`src/rtl/assert_macros.svh`:
```
// Assertion helpers for the planner RTL.
`ifndef ASSERT_MACROS_SVH
`define ASSERT_MACROS_SVH
`ifndef NO_ASSERTIONS
`define CHK_ALWAYS(lbl, clk, rst_n, cond) \
    lbl: assert property (@(posedge clk) disable iff (!rst_n) (cond)) \
        else $error("check failed");
`define CHK_IMPLY(lbl, clk, rst_n, ante, cons) \
    lbl: assert property (@(posedge clk) disable iff (!rst_n) (ante) |-> (cons)) \
        else $error("check failed");
`else
`define CHK_ALWAYS(lbl, clk, rst_n, cond)
`define CHK_IMPLY(lbl, clk, rst_n, ante, cons)
`endif
`endif

```
`src/rtl/bfdcp_pkg.sv`:
```
`timescale 1ns / 1ps
package bfdcp_pkg;
    localparam int MAX_BARS_DEF    = 16;
    localparam int MAX_PIECES_DEF  = 32;
    localparam int LENGTH_BITS_DEF = 24;

    localparam int ID_W    = 16;
    localparam int LEN_W   = 24;
    localparam int LOSS_W  = 16;
    localparam int WASTE_W = 28;

    localparam logic [1:0] OP_LOAD_BAR   = 2'd0;
    localparam logic [1:0] OP_LOAD_PIECE = 2'd1;
    localparam logic [1:0] OP_RUN        = 2'd2;

    localparam logic [1:0] KIND_PIECE = 2'd0;
    localparam logic [1:0] KIND_BAR   = 2'd1;
    localparam logic [1:0] KIND_FINAL = 2'd2;
endpackage

```
`src/rtl/best_fit_decreasing_cut_planner.sv`:
```
`timescale 1ns / 1ps
// Loads of bars and pieces produce no output transfer.
// A run repeats, for each piece, a scan of the piece memory for the longest piece left,
// then a three-stage scan of the bar memory and a piece record; a last piece scan
// finds none left, each used bar is read and reported, and a final record gives the
// totals. Any output stall holds the run. Reset clears counts, flags and the output
// valid flag; the memories keep their contents and need no clearing pass.
`include "assert_macros.svh"
module best_fit_decreasing_cut_planner #(
    parameter int MAX_BARS    = bfdcp_pkg::MAX_BARS_DEF,
    parameter int MAX_PIECES  = bfdcp_pkg::MAX_PIECES_DEF,
    parameter int LENGTH_BITS = bfdcp_pkg::LENGTH_BITS_DEF
) (
    input  logic         clk,
    input  logic         rst_n,
    input  logic         s_axis_tvalid,
    output logic         s_axis_tready,
    // item_id, item_length, cut_loss
    input  logic [55:0]  s_axis_tdata,
    // opcode
    input  logic [1:0]   s_axis_tuser,
    output logic         m_axis_tvalid,
    input  logic         m_axis_tready,
    // piece_id, bar_id, assigned, used_length, remaining_length, total_waste,
    // load_overflow, two zero bits
    output logic [111:0] m_axis_tdata,
    // record_kind
    output logic [1:0]   m_axis_tuser,
    // last_record
    output logic         m_axis_tlast
);
    localparam int LW  = LENGTH_BITS;
    localparam int BI  = (MAX_BARS > 1) ? $clog2(MAX_BARS) : 1;
    localparam int BCW = $clog2(MAX_BARS + 1);
    localparam int PI  = (MAX_PIECES > 1) ? $clog2(MAX_PIECES) : 1;
    localparam int PCW = $clog2(MAX_PIECES + 1);
    localparam int CW  = (PCW > BCW) ? PCW : BCW;
    localparam int NW  = ((LW > bfdcp_pkg::LOSS_W) ? LW : bfdcp_pkg::LOSS_W) + 2;
    localparam int WW  = ((LW > bfdcp_pkg::WASTE_W) ? LW : bfdcp_pkg::WASTE_W) + 1;

    localparam logic [2:0] S_IDLE  = 3'd0;
    localparam logic [2:0] S_PSCAN = 3'd1;
    localparam logic [2:0] S_BSCAN = 3'd2;
    localparam logic [2:0] S_PEMIT = 3'd3;
    localparam logic [2:0] S_SRD   = 3'd4;
    localparam logic [2:0] S_SEMIT = 3'd5;
    localparam logic [2:0] S_FEMIT = 3'd6;

    typedef struct packed {
        logic [15:0]   ident;
        logic [15:0]   kerf;
        logic [LW-1:0] rem;
        logic [LW-1:0] cons;
    } bar_ent_t;

    typedef struct packed {
        logic [15:0]   ident;
        logic [LW-1:0] len;
    } piece_ent_t;

    bar_ent_t   bar_mem [MAX_BARS];
    piece_ent_t piece_mem [MAX_PIECES];
    bar_ent_t   bar_rd_reg;
    piece_ent_t piece_rd_reg;

    logic           bar_we, bar_re, piece_we, piece_re;
    logic [BI-1:0]  bar_wa, bar_ra;
    logic [PI-1:0]  piece_wa, piece_ra;
    bar_ent_t       bar_wd;
    piece_ent_t     piece_wd;

    always_ff @(posedge clk)
    begin
        if (bar_we)
        begin
            bar_mem[bar_wa] <= bar_wd;
        end
        if (bar_re)
        begin
            bar_rd_reg <= bar_mem[bar_ra];
        end
        if (piece_we)
        begin
            piece_mem[piece_wa] <= piece_wd;
        end
        if (piece_re)
        begin
            piece_rd_reg <= piece_mem[piece_ra];
        end
    end

    logic [2:0]          state_reg;
    logic [BCW-1:0]      bar_cnt_reg, used_cnt_reg;
    logic [PCW-1:0]      piece_cnt_reg;
    logic                ovf_reg;
    logic [MAX_BARS-1:0] in_use_reg;
    logic [BI-1:0]       fu_reg [MAX_BARS];
    logic [MAX_PIECES-1:0] done_reg;
    logic [CW-1:0]       cnt_reg;
    logic [BCW-1:0]      j_reg;

    logic                pv_reg;
    logic [PI-1:0]       pidx_reg;
    logic                pfound_reg;
    logic [PI-1:0]       pbest_reg;
    logic [LW-1:0]       plen_reg;
    logic [15:0]         pid_reg;

    logic                v1_reg, v2_reg, v3_reg;
    logic [BI-1:0]       i1_reg, i2_reg, i3_reg;
    logic [NW-1:0]       need2_reg, need3_reg;
    bar_ent_t            e2_reg, e3_reg;
    logic                fit3_reg;
    logic [LW-1:0]       r3_reg;
    logic                bfound_reg;
    logic [BI-1:0]       bidx_reg;
    logic [LW-1:0]       brem_reg;
    logic [NW-1:0]       bneed_reg;
    bar_ent_t            bbest_reg;
    logic [WW-1:0]       waste_reg;

    logic                ovalid_reg;
    logic [1:0]          okind_reg;
    logic [15:0]         opid_reg, obid_reg;
    logic                oasg_reg, oovf_reg, olast_reg;
    logic [23:0]         oused_reg, orem_reg;
    logic [27:0]         owaste_reg;

    logic                ofree, accept, emit;
    logic [63:0]         len_ext;
    logic [LW-1:0]       len_in;
    logic [NW-1:0]       diff2;
    logic [WW-1:0]       waste_sum;
    logic [63:0]         brem_ext, rd_rem_ext, rd_cons_ext;
    logic [15:0]         in_id, in_loss;

    assign ofree         = !ovalid_reg || m_axis_tready;
    assign emit          = ofree && (state_reg == S_PEMIT || state_reg == S_SEMIT
                                     || state_reg == S_FEMIT);
    assign s_axis_tready = (state_reg == S_IDLE);
    assign accept        = s_axis_tvalid && s_axis_tready;
    assign in_id         = s_axis_tdata[15:0];
    assign in_loss       = s_axis_tdata[55:40];
    assign len_ext       = {40'd0, s_axis_tdata[39:16]};
    assign len_in        = len_ext[LW-1:0];
    assign diff2         = NW'(e2_reg.rem) - need2_reg;
    assign waste_sum     = waste_reg + WW'(bar_rd_reg.rem);
    assign brem_ext      = 64'(brem_reg);
    assign rd_rem_ext    = 64'(bar_rd_reg.rem);
    assign rd_cons_ext   = 64'(bar_rd_reg.cons);

    always_comb
    begin
        bar_we   = 1'b0;
        bar_wa   = bar_cnt_reg[BI-1:0];
        bar_wd   = '{ident: in_id, kerf: in_loss, rem: len_in, cons: '0};
        piece_we = 1'b0;
        piece_wa = piece_cnt_reg[PI-1:0];
        piece_wd = '{ident: in_id, len: len_in};
        bar_re   = 1'b0;
        bar_ra   = cnt_reg[BI-1:0];
        piece_re = 1'b0;
        piece_ra = cnt_reg[PI-1:0];
        unique case (state_reg)
            S_IDLE:
            begin
                if (accept && s_axis_tuser == bfdcp_pkg::OP_LOAD_BAR
                    && bar_cnt_reg < BCW'(MAX_BARS))
                begin
                    bar_we = 1'b1;
                end
                if (accept && s_axis_tuser == bfdcp_pkg::OP_LOAD_PIECE
                    && piece_cnt_reg < PCW'(MAX_PIECES))
                begin
                    piece_we = 1'b1;
                end
            end
            S_PSCAN:
            begin
                piece_re = (cnt_reg < CW'(piece_cnt_reg));
            end
            S_BSCAN:
            begin
                bar_re = (cnt_reg < CW'(bar_cnt_reg));
            end
            S_PEMIT:
            begin
                if (ofree && bfound_reg)
                begin
                    bar_we = 1'b1;
                    bar_wa = bidx_reg;
                    bar_wd = '{ident: bbest_reg.ident, kerf: bbest_reg.kerf,
                               rem: brem_reg,
                               cons: bbest_reg.cons + bneed_reg[LW-1:0]};
                end
            end
            S_SRD:
            begin
                bar_re = (j_reg != used_cnt_reg);
                bar_ra = fu_reg[j_reg[BI-1:0]];
            end
            default:
            begin
            end
        endcase
    end

    always_ff @(posedge clk or negedge rst_n)
    begin
        if (!rst_n)
        begin
            state_reg     <= S_IDLE;
            bar_cnt_reg   <= '0;
            used_cnt_reg  <= '0;
            piece_cnt_reg <= '0;
            ovf_reg       <= 1'b0;
            in_use_reg    <= '0;
            done_reg      <= '0;
            cnt_reg       <= '0;
            j_reg         <= '0;
            pv_reg        <= 1'b0;
            pfound_reg    <= 1'b0;
            v1_reg        <= 1'b0;
            v2_reg        <= 1'b0;
            v3_reg        <= 1'b0;
            bfound_reg    <= 1'b0;
            ovalid_reg    <= 1'b0;
        end
        else
        begin
            ovalid_reg <= emit || (ovalid_reg && !m_axis_tready);
            unique case (state_reg)
                S_IDLE:
                begin
                    if (accept)
                    begin
                        unique case (s_axis_tuser)
                            bfdcp_pkg::OP_LOAD_BAR:
                            begin
                                if (bar_cnt_reg < BCW'(MAX_BARS))
                                begin
                                    in_use_reg[bar_cnt_reg[BI-1:0]] <= 1'b0;
                                    bar_cnt_reg <= bar_cnt_reg + 1'b1;
                                end
                                else
                                begin
                                    ovf_reg <= 1'b1;
                                end
                            end
                            bfdcp_pkg::OP_LOAD_PIECE:
                            begin
                                if (piece_cnt_reg < PCW'(MAX_PIECES))
                                begin
                                    piece_cnt_reg <= piece_cnt_reg + 1'b1;
                                end
                                else
                                begin
                                    ovf_reg <= 1'b1;
                                end
                            end
                            bfdcp_pkg::OP_RUN:
                            begin
                                done_reg   <= '0;
                                waste_reg  <= '0;
                                cnt_reg    <= '0;
                                pv_reg     <= 1'b0;
                                pfound_reg <= 1'b0;
                                state_reg  <= S_PSCAN;
                            end
                            default:
                            begin
                            end
                        endcase
                    end
                end
                S_PSCAN:
                begin
                    pv_reg   <= piece_re;
                    pidx_reg <= cnt_reg[PI-1:0];
                    if (piece_re)
                    begin
                        cnt_reg <= cnt_reg + 1'b1;
                    end
                    if (pv_reg && !done_reg[pidx_reg]
                        && (!pfound_reg || piece_rd_reg.len > plen_reg))
                    begin
                        pfound_reg <= 1'b1;
                        pbest_reg  <= pidx_reg;
                        plen_reg   <= piece_rd_reg.len;
                        pid_reg    <= piece_rd_reg.ident;
                    end
                    if (!piece_re && !pv_reg)
                    begin
                        cnt_reg <= '0;
                        if (pfound_reg)
                        begin
                            done_reg[pbest_reg] <= 1'b1;
                            v1_reg     <= 1'b0;
                            v2_reg     <= 1'b0;
                            v3_reg     <= 1'b0;
                            bfound_reg <= 1'b0;
                            state_reg  <= S_BSCAN;
                        end
                        else
                        begin
                            j_reg     <= '0;
                            state_reg <= S_SRD;
                        end
                    end
                end
                S_BSCAN:
                begin
                    v1_reg    <= bar_re;
                    i1_reg    <= cnt_reg[BI-1:0];
                    if (bar_re)
                    begin
                        cnt_reg <= cnt_reg + 1'b1;
                    end
                    v2_reg    <= v1_reg;
                    i2_reg    <= i1_reg;
                    e2_reg    <= bar_rd_reg;
                    need2_reg <= NW'(plen_reg) + NW'(bar_rd_reg.kerf);
                    v3_reg    <= v2_reg;
                    i3_reg    <= i2_reg;
                    e3_reg    <= e2_reg;
                    need3_reg <= need2_reg;
                    fit3_reg  <= !diff2[NW-1];
                    r3_reg    <= diff2[LW-1:0];
                    if (v3_reg && fit3_reg && (!bfound_reg || r3_reg < brem_reg))
                    begin
                        bfound_reg <= 1'b1;
                        bidx_reg   <= i3_reg;
                        brem_reg   <= r3_reg;
                        bneed_reg  <= need3_reg;
                        bbest_reg  <= e3_reg;
                    end
                    if (!bar_re && !v1_reg && !v2_reg && !v3_reg)
                    begin
                        state_reg <= S_PEMIT;
                    end
                end
                S_PEMIT:
                begin
                    if (ofree)
                    begin
                        okind_reg  <= bfdcp_pkg::KIND_PIECE;
                        opid_reg   <= pid_reg;
                        obid_reg   <= bfound_reg ? bbest_reg.ident : 16'd0;
                        oasg_reg   <= bfound_reg;
                        oused_reg  <= '0;
                        orem_reg   <= bfound_reg ? brem_ext[23:0] : 24'd0;
                        owaste_reg <= '0;
                        oovf_reg   <= 1'b0;
                        olast_reg  <= 1'b0;
                        if (bfound_reg && !in_use_reg[bidx_reg])
                        begin
                            in_use_reg[bidx_reg] <= 1'b1;
                            fu_reg[used_cnt_reg[BI-1:0]] <= bidx_reg;
                            used_cnt_reg <= used_cnt_reg + 1'b1;
                        end
                        cnt_reg    <= '0;
                        pv_reg     <= 1'b0;
                        pfound_reg <= 1'b0;
                        state_reg  <= S_PSCAN;
                    end
                end
                S_SRD:
                begin
                    state_reg <= (j_reg == used_cnt_reg) ? S_FEMIT : S_SEMIT;
                end
                S_SEMIT:
                begin
                    if (ofree)
                    begin
                        okind_reg  <= bfdcp_pkg::KIND_BAR;
                        opid_reg   <= '0;
                        obid_reg   <= bar_rd_reg.ident;
                        oasg_reg   <= 1'b0;
                        oused_reg  <= rd_cons_ext[23:0];
                        orem_reg   <= rd_rem_ext[23:0];
                        owaste_reg <= '0;
                        oovf_reg   <= 1'b0;
                        olast_reg  <= 1'b0;
                        waste_reg  <= (waste_sum > WW'(28'hFFFFFFF)) ? WW'(28'hFFFFFFF)
                                                                    : waste_sum;
                        j_reg      <= j_reg + 1'b1;
                        state_reg  <= S_SRD;
                    end
                end
                S_FEMIT:
                begin
                    if (ofree)
                    begin
                        okind_reg     <= bfdcp_pkg::KIND_FINAL;
                        opid_reg      <= '0;
                        obid_reg      <= '0;
                        oasg_reg      <= 1'b0;
                        oused_reg     <= '0;
                        orem_reg      <= '0;
                        owaste_reg    <= waste_reg[27:0];
                        oovf_reg      <= ovf_reg;
                        olast_reg     <= 1'b1;
                        bar_cnt_reg   <= '0;
                        piece_cnt_reg <= '0;
                        used_cnt_reg  <= '0;
                        ovf_reg       <= 1'b0;
                        in_use_reg    <= '0;
                        state_reg     <= S_IDLE;
                    end
                end
                default:
                begin
                    state_reg <= S_IDLE;
                end
            endcase
        end
    end

    assign m_axis_tvalid = ovalid_reg;
    assign m_axis_tuser  = okind_reg;
    assign m_axis_tlast  = olast_reg;
    assign m_axis_tdata  = {2'b00, oovf_reg, owaste_reg, orem_reg, oused_reg,
                            oasg_reg, obid_reg, opid_reg};

    `CHK_ALWAYS(a_used_le_bars, clk, rst_n, used_cnt_reg <= bar_cnt_reg)
    `CHK_ALWAYS(a_pieces_bound, clk, rst_n, piece_cnt_reg <= PCW'(MAX_PIECES))
    `CHK_IMPLY(a_last_is_final, clk, rst_n, m_axis_tvalid && m_axis_tlast,
               m_axis_tuser == bfdcp_pkg::KIND_FINAL)
    `CHK_IMPLY(a_ready_idle, clk, rst_n, state_reg != S_IDLE, !s_axis_tready)
endmodule
```
`config.mk`:
```
export PLATFORM = sky130hd
export DESIGN_NAME = best_fit_decreasing_cut_planner
export DESIGN_NICKNAME = d
export VERILOG_FILES = /design/src/rtl/bfdcp_pkg.sv /design/src/rtl/best_fit_decreasing_cut_planner.sv
export VERILOG_INCLUDE_DIRS = /design/src /design/src/rtl
export SDC_FILE = /design/constraint.sdc
export NUM_CORES = 2
export LEC_CHECK = 0
export BUFFER_PORTS_ARGS = -buffer_cell sky130_fd_sc_hd__buf_2
export CAP_MARGIN = 20
export CORE_UTILIZATION = 45
export CTS_CLUSTER_DIAMETER = 150
export DETAILED_ROUTE_END_ITERATION = 8
export PLACE_DENSITY = 0.69
export SYNTH_ARGS = -nofsm -noshare
export SYNTH_HDL_FRONTEND = slang
export SYNTH_SLANG_ARGS = --single-unit
```
`constraint.sdc`:
```
create_clock -name clk -period 36.8 [get_ports clk]
set_clock_uncertainty 0.2 [all_clocks]
set_input_delay 1.84 -clock clk [delete_from_list [all_inputs] [get_ports clk]]
set_output_delay 1.84 -clock clk [all_outputs]
set_load 0.005 [all_outputs]
```
### Word level (Yosys, flattened, before mapping)

Memory sizes are Yosys's and may differ from the RTL's. A register that Yosys moved wholly into a read port is not among the register bits.
Index checks and enable logic that the tools add are counted.

* register bits: 608
* latch bits: 0
* memory bits (writable): 2624
* memory bits (read-only): 0
* input port bits: 62
* memories: 3

Memory list
* bar_mem: depth 16, width 80, read ports 1, clocked after memory_dff 1, write ports 1, RTL line best_fit_decreasing_cut_planner.sv:61 `bar_ent_t bar_mem [MAX_BARS];`
* piece_mem: depth 32, width 40, read ports 1, clocked after memory_dff 1, write ports 1, RTL line best_fit_decreasing_cut_planner.sv:62 `piece_ent_t piece_mem [MAX_PIECES];`
* fu_reg: depth 16, width 4, read ports 1, clocked after memory_dff 0, write ports 1, RTL line best_fit_decreasing_cut_planner.sv:97 `logic [BI-1:0] fu_reg [MAX_BARS];`

* add/sub/neg operators: 9
* multipliers: 0
* divide/modulo/power cells: 0
* $lt $le $gt $ge: 14
* eq/ne operators: 34
* shift-type cells: 0
* multiplexer cells: 124
* bitwise operators: 4
* reductions and logical operators: 80

Operator list (number)
* two-way mux 16 bit: 10
* two-way mux 80 bit: 2
* two-way mux 32 bit: 4
* two-way mux 24 bit: 5
* two-way mux 29 bit: 4
* one-hot mux 16 bit (3 select lines): 2
* one-hot mux 24 bit (3 select lines): 1
* one-hot mux 32 bit (2 select lines): 1
* one-hot mux 29 bit (2 select lines): 1
* two-way mux 28 bit: 2
* one-hot mux 28 bit (2 select lines): 1
* two-way mux 6 bit: 9
* one-hot mux 24 bit (2 select lines): 1
* two-way mux 5 bit: 9
* OR 32 bit: 1
* one-hot mux 16 bit (2 select lines): 1
* two-way mux 1 bit: 31
* one-hot mux 5 bit (2 select lines): 3
* AND reduction 5 bit: 6
* adder 29 x 24 -> 29 bit: 1
* greater-than comparator 29 x 28 -> 1 bit, second input constant: 1
* AND reduction 4 bit: 7
* subtractor 24 x 25 -> 26 bit: 1
* adder 24 x 16 -> 25 bit: 1
* other kinds (53): 160

### Logic depth before layout (Yosys ltp)

* word-level depth: 10
* mapped depth: 14
* gate-level depth less buffers: 12

### Worst setup path before layout

Ideal clock, no wire load.

* path kind: input port to flip-flop
* start point: input port rst_n
* end point: register bbest_reg[0] in the netlist's numbering, enable pin
* setup time: 0.610 ns
* data arrival time: 12.672 ns
* setup slack: 23.318 ns
* stages on the path: 3
* buffers on the path: 0
* path through: and3_1 > nand3_1 > a21oi_1

* longest elaborated chain between the ends: 1

RTL lines
* from (decl): RTL line best_fit_decreasing_cut_planner.sv:15 `input logic rst_n,`
* AND reduction 3 bit (no source line)
* to (signal assigned): RTL line best_fit_decreasing_cut_planner.sv:335 `bbest_reg <= e3_reg;`
* to (decl): RTL line best_fit_decreasing_cut_planner.sv:119 `bar_ent_t bbest_reg;`

No other way between the ends.
A chain may end at the register's enable or synchronous reset.

### Final worst setup path

* start point: register j_reg[0]
* end point: register, netlist name bar_rd_reg[39]

* longest elaborated chain between the ends: 2

RTL lines
* from (decl): RTL line best_fit_decreasing_cut_planner.sv:100 `logic [BCW-1:0] j_reg;`
* from (signal assigned): RTL line best_fit_decreasing_cut_planner.sv:386 `j_reg <= j_reg + 1'b1;`
* memory (16 x 4 bit) / inequality test 5 bit (equally long branches)
* two-way mux 4 bit / one-hot mux 1 bit (2 select lines) (equally long branches): RTL line best_fit_decreasing_cut_planner.sv:164 `unique case (state_reg)`

Several ways; a longest one is shown, not always the timed one.

==> run summary <==
The growth of design area from synthesis to finish is 12.62%. The number of placed instances, taps included, is around 12000. In the routed design, unresolved DRC markers number 0. Of all cell types, the one taking the most synthesized area is sky130_fd_sc_hd__edfxtp_1. The clock latency on the worst-skew pair came out at a little under 900 ps. The summed negative setup slack over all endpoints came out at 0 ps. The total standard cell area after synthesis is 0.1320 mm^2. After detailed routing, the wire length on met1 is 135900 um. The average routed wire per standard cell is slightly below 30 um. The hold slack is roughly 200 ps. The share of final-layout standard cells stronger than drive strength 1 came out at 0.1714. The uppermost signal routing layer after detailed routing is met5. The startpoint type of the worst setup path is a flop. In the layout the commonest cells are sky130_fd_sc_hd__edfxtp_1, sky130_fd_sc_hd__nand2_1, sky130_fd_sc_hd__mux4_2.

The flow ran to the end, and the final reports show no timing, DRC or antenna violations. The count of maximum capacitance violations came out at 0. Global routing finished with a remaining overflow of 0. The final cell area excluding filler cells is 0.1487 mm^2. The internal power of the cells totals about 7 mW. The clock period could shrink to between 6000 and 7000 ps. After floorplanning, the core was sized to cover approximately 0.3 mm^2.

The wire length of the first global-routing pass came out at ~500000 um. The detailed router's first-iteration violation count came out at around 10000. The number of pins exceeding their max-slew limit in the final report came out at 0. The sequential share of power is 0.457. The worst-case clock buffer depth came out at 4.

Setup violations remaining at the end of the flow were counted as 0. Among all flip-flop cells after synthesis, the most frequent one is sky130_fd_sc_hd__edfxtp_1. The power share of the combinational group is 0.209. Counting the fill cells in the layout gives ~23000. Derived from the worst setup path, the maximum achievable clock frequency is between 150 and 200 MHz. The worst-margin pin slew came out at 1321 ps. The top-level port count came out at 179. At the end of the flow the core is filled with cells to 0.5104.

The total setup buffers inserted after CTS is 0. The pin count of the biggest net entering global routing is about 190. The maximum resistive drop on vdd is about 0.063 mV. The number of distinct library cells after synthesis came out at 83.

The TritonCTS buffer count is between 300 and 400. The worst max-slew margin expressed relative to the limit came out at 0.1196. The full die area came out at between 0.2 and 0.3 mm^2. The synthesis warning total came out at 0. The fraction of the yosys area taken by sequential cells came out at 0.7591.

The worst path required time is 37160 ps. The count of buffers added on input and output ports is 176. The clock tree synthesis step divided the H-tree into 5 levels. The count of TritonRoute iterations in the first routing pass came out at 6. The share of the synthesized area in the top cell type is 0.7428. Once the clock tree was built, the resizer swapped 0 gates to a different size.

The share of total power dissipated in the clock network is 0.334. At the end of routability-driven placement, the weighted congestion stood at between 0.8 and 0.9. Counting flops with an async set or reset pin after synthesis yields a share of 0.02566. The vertical die dimension came out at ~540 um.

The via count is roughly 73000. Setup repair after global routing left no endpoint under its margin. The footprint of the multi-input gates is between 0.03 and 0.04 mm^2. The largest registers in the layout are bar_mem: 1280 flops, piece_mem: 1280 flops.

Of the total power, the share spent switching nets is 0.2899. The initial antenna violation count was 48. The detailed-route vias per instance came out at between 6 and 7.

The TritonCTS clock tree is built. The count of cells in the finished layout, fillers not included, comes to 12180. The count of antenna-violating nets left after detailed routing came out at 0.

The root buffer cell chosen for the clock tree is sky130_fd_sc_hd__clkbuf_16. Synthesis handed over a netlist of about 7700 instances. Yosys attributes the largest share of cell area to sky130_fd_sc_hd__edfxtp_1, sky130_fd_sc_hd__mux4_2, sky130_fd_sc_hd__nand2_1. The post-route fraction of the period consumed by the critical path is 0.1674. The static power due to leakage came out at ~49 nW. The mean instance size in the synthesized netlist came out at about 17 um^2.

The flop and latch count out of synthesis is between 3000 and 4000. STA classifies the critical path endpoint as a flop. The horizontal die dimension came out at about 540 um.

The total routed wirelength is ~350000 um. The path class of the tightest hold or removal check is reg -> reg. The number of flops mapped to enable cells by yosys is between 3000 and 4000. The kind of critical path is reg -> reg. The total cell area at the placement stage is 0.1379 mm^2.

The clock transition time at the flip-flop clock pins of the worst setup and hold paths came out at ~60 ps. After floorplanning, the core was divided into around 200 placement rows. The total global-route track usage is 0.2357.

The register area is approximately 0.1 mm^2. The net count reported at finish came out at 8223. The commonest non-fill, non-tap cell in the layout is sky130_fd_sc_hd__edfxtp_1. The number of failing hold endpoints at the final stage is 0. The HPWL after detailed placement is 196100 um.

The met3 routed wirelength came out at between 30000 and 40000 um. The routed wire length on met2 is about 170000 um. The power spent charging and discharging nets came out at between 2 and 3 mW. The sink count of the clock tree is between 3000 and 4000.

The starting density of the core came out at 0.4532. The maximum fanout along the worst path came out at 32. The via count of the first global-routing pass is 71400. At the worst endpoint, the arrival time is ~6500 ps.

The cell area power density is slightly below 70 mW/mm^2. The count of hold-fix buffers inserted at cts came out at 0.
## power groups by stage
stage               combinational, mW  sequential, mW  clock [mW]
detailed placement               2.06            4.66           0
finish                           2.09            4.58        3.35
CTS                              2.07            4.58        3.38
floorplan                        1.48            4.57           0
global placement                 2.02            4.65           0
global route                     2.24            4.59        3.52
## cells by family (layout without fill, tap and decap cells)
group / Yosys count / in the layout / share of synthesized area
compound gates: 804 / 804 / 0.04371
flops: 3352 / 3352 / 0.7591
simple gates: 2155 / 2155 / 0.07023
other cells: 1 / 20 / 0.00002840
fa+ha+maj: 161 / 161 / 0.01548
buf+inv: 515 / 1073 / 0.01680
mux: 618 / 618 / 0.08830
xor+xnor: 95 / 95 / 0.006359
## layer usage
metal,GRT usage,vias to the layer above
met2,0.3750,4235
met1,0.3233,37740
met4,0.08855,22
met5,0,-
li1,-,30620
met3,0.04469,791
## cells in the mapped netlist, types with 19 or more instances
| cell | n |
|---|---|
| sky130_fd_sc_hd__nand3_1 | 369 |
| sky130_fd_sc_hd__mux2_2 | 40 |
| sky130_fd_sc_hd__mux2i_1 | 144 |
| sky130_fd_sc_hd__buf_1 | 46 |
| sky130_fd_sc_hd__o21a_1 | 19 |
| sky130_fd_sc_hd__nor2b_1 | 22 |
| sky130_fd_sc_hd__mux4_2 | 432 |
| sky130_fd_sc_hd__inv_1 | 126 |
| sky130_fd_sc_hd__a21oi_1 | 244 |
| sky130_fd_sc_hd__a32oi_1 | 39 |
| sky130_fd_sc_hd__and2_1 | 35 |
| sky130_fd_sc_hd__xnor2_1 | 58 |
| sky130_fd_sc_hd__buf_2 | 121 |
| sky130_fd_sc_hd__and3_1 | 63 |
| sky130_fd_sc_hd__a21o_1 | 46 |
| sky130_fd_sc_hd__a32o_1 | 86 |
| sky130_fd_sc_hd__dfrtp_1 | 86 |
| sky130_fd_sc_hd__nor4_1 | 27 |
| sky130_fd_sc_hd__a22o_1 | 68 |
| sky130_fd_sc_hd__nor2_1 | 276 |
| sky130_fd_sc_hd__nor3_1 | 49 |
| sky130_fd_sc_hd__nand4_1 | 35 |
| sky130_fd_sc_hd__clkbuf_1 | 190 |
| sky130_fd_sc_hd__o21ai_0 | 143 |
| sky130_fd_sc_hd__xor2_1 | 36 |
| sky130_fd_sc_hd__buf_4 | 21 |
| sky130_fd_sc_hd__ha_1 | 157 |
| sky130_fd_sc_hd__a2111oi_2 | 40 |
| sky130_fd_sc_hd__nand2_1 | 1215 |
| sky130_fd_sc_hd__edfxtp_1 | 3266 |
## per-stage QoR
| stage | power (mW) | setup slack, ps |
|---|---|---|
| after floorplan | 6.045 | 23320 |
| after global placement | 6.671 | 30410 |
| after detailed placement | 6.717 | 30350 |
| after CTS | 10.03 | 30720 |
| after global routing | 10.35 | 30570 |
| final | 10.02 | 30640 |
## critical path, stage by stage (launching register included)
cell	delay, ps
sky130_fd_sc_hd__dfrtp_1	720
sky130_fd_sc_hd__buf_4	360
sky130_fd_sc_hd__mux4_2	520
sky130_fd_sc_hd__mux4_2	460
sky130_fd_sc_hd__mux2_4	360
sky130_fd_sc_hd__clkinv_2	130
sky130_fd_sc_hd__nand2_1	530
sky130_fd_sc_hd__buf_4	480
sky130_fd_sc_hd__nor2_4	870
sky130_fd_sc_hd__buf_4	710
sky130_fd_sc_hd__a32o_1	320
sky130_fd_sc_hd__a2111oi_2	50
## path summary, 6_finish.rpt
check | depth (start not counted) | slack [ps] | from | end
max in group asynchronous | 2 | 34420 | rst_n | cnt_reg[1]
worst min-delay path | 0 | 200 | e3_reg[75] | bbest_reg[75]
worst min register to register | 0 | 200 | e3_reg[75] | bbest_reg[75]
worst max-delay path | 11 | 30640 | j_reg[0] | bar_rd_reg[39]
min in group asynchronous | 1 | 690 | rst_n | done_reg[7]
worst max register to register | 11 | 30640 | j_reg[0] | bar_rd_reg[39]
## layout make-up
class	instances	share of cell area
sequential	3352	0.6741
multi-input combinational	3836	0.2027
clock buffer	418	0.06011
tap	3900	0.03281
timing repair buffer	347	0.01550
clock inverter	179	0.01126
inverter	129	0.003265
antenna	17	0.0002861
Note: power is estimated with default switching activity, not from simulation.
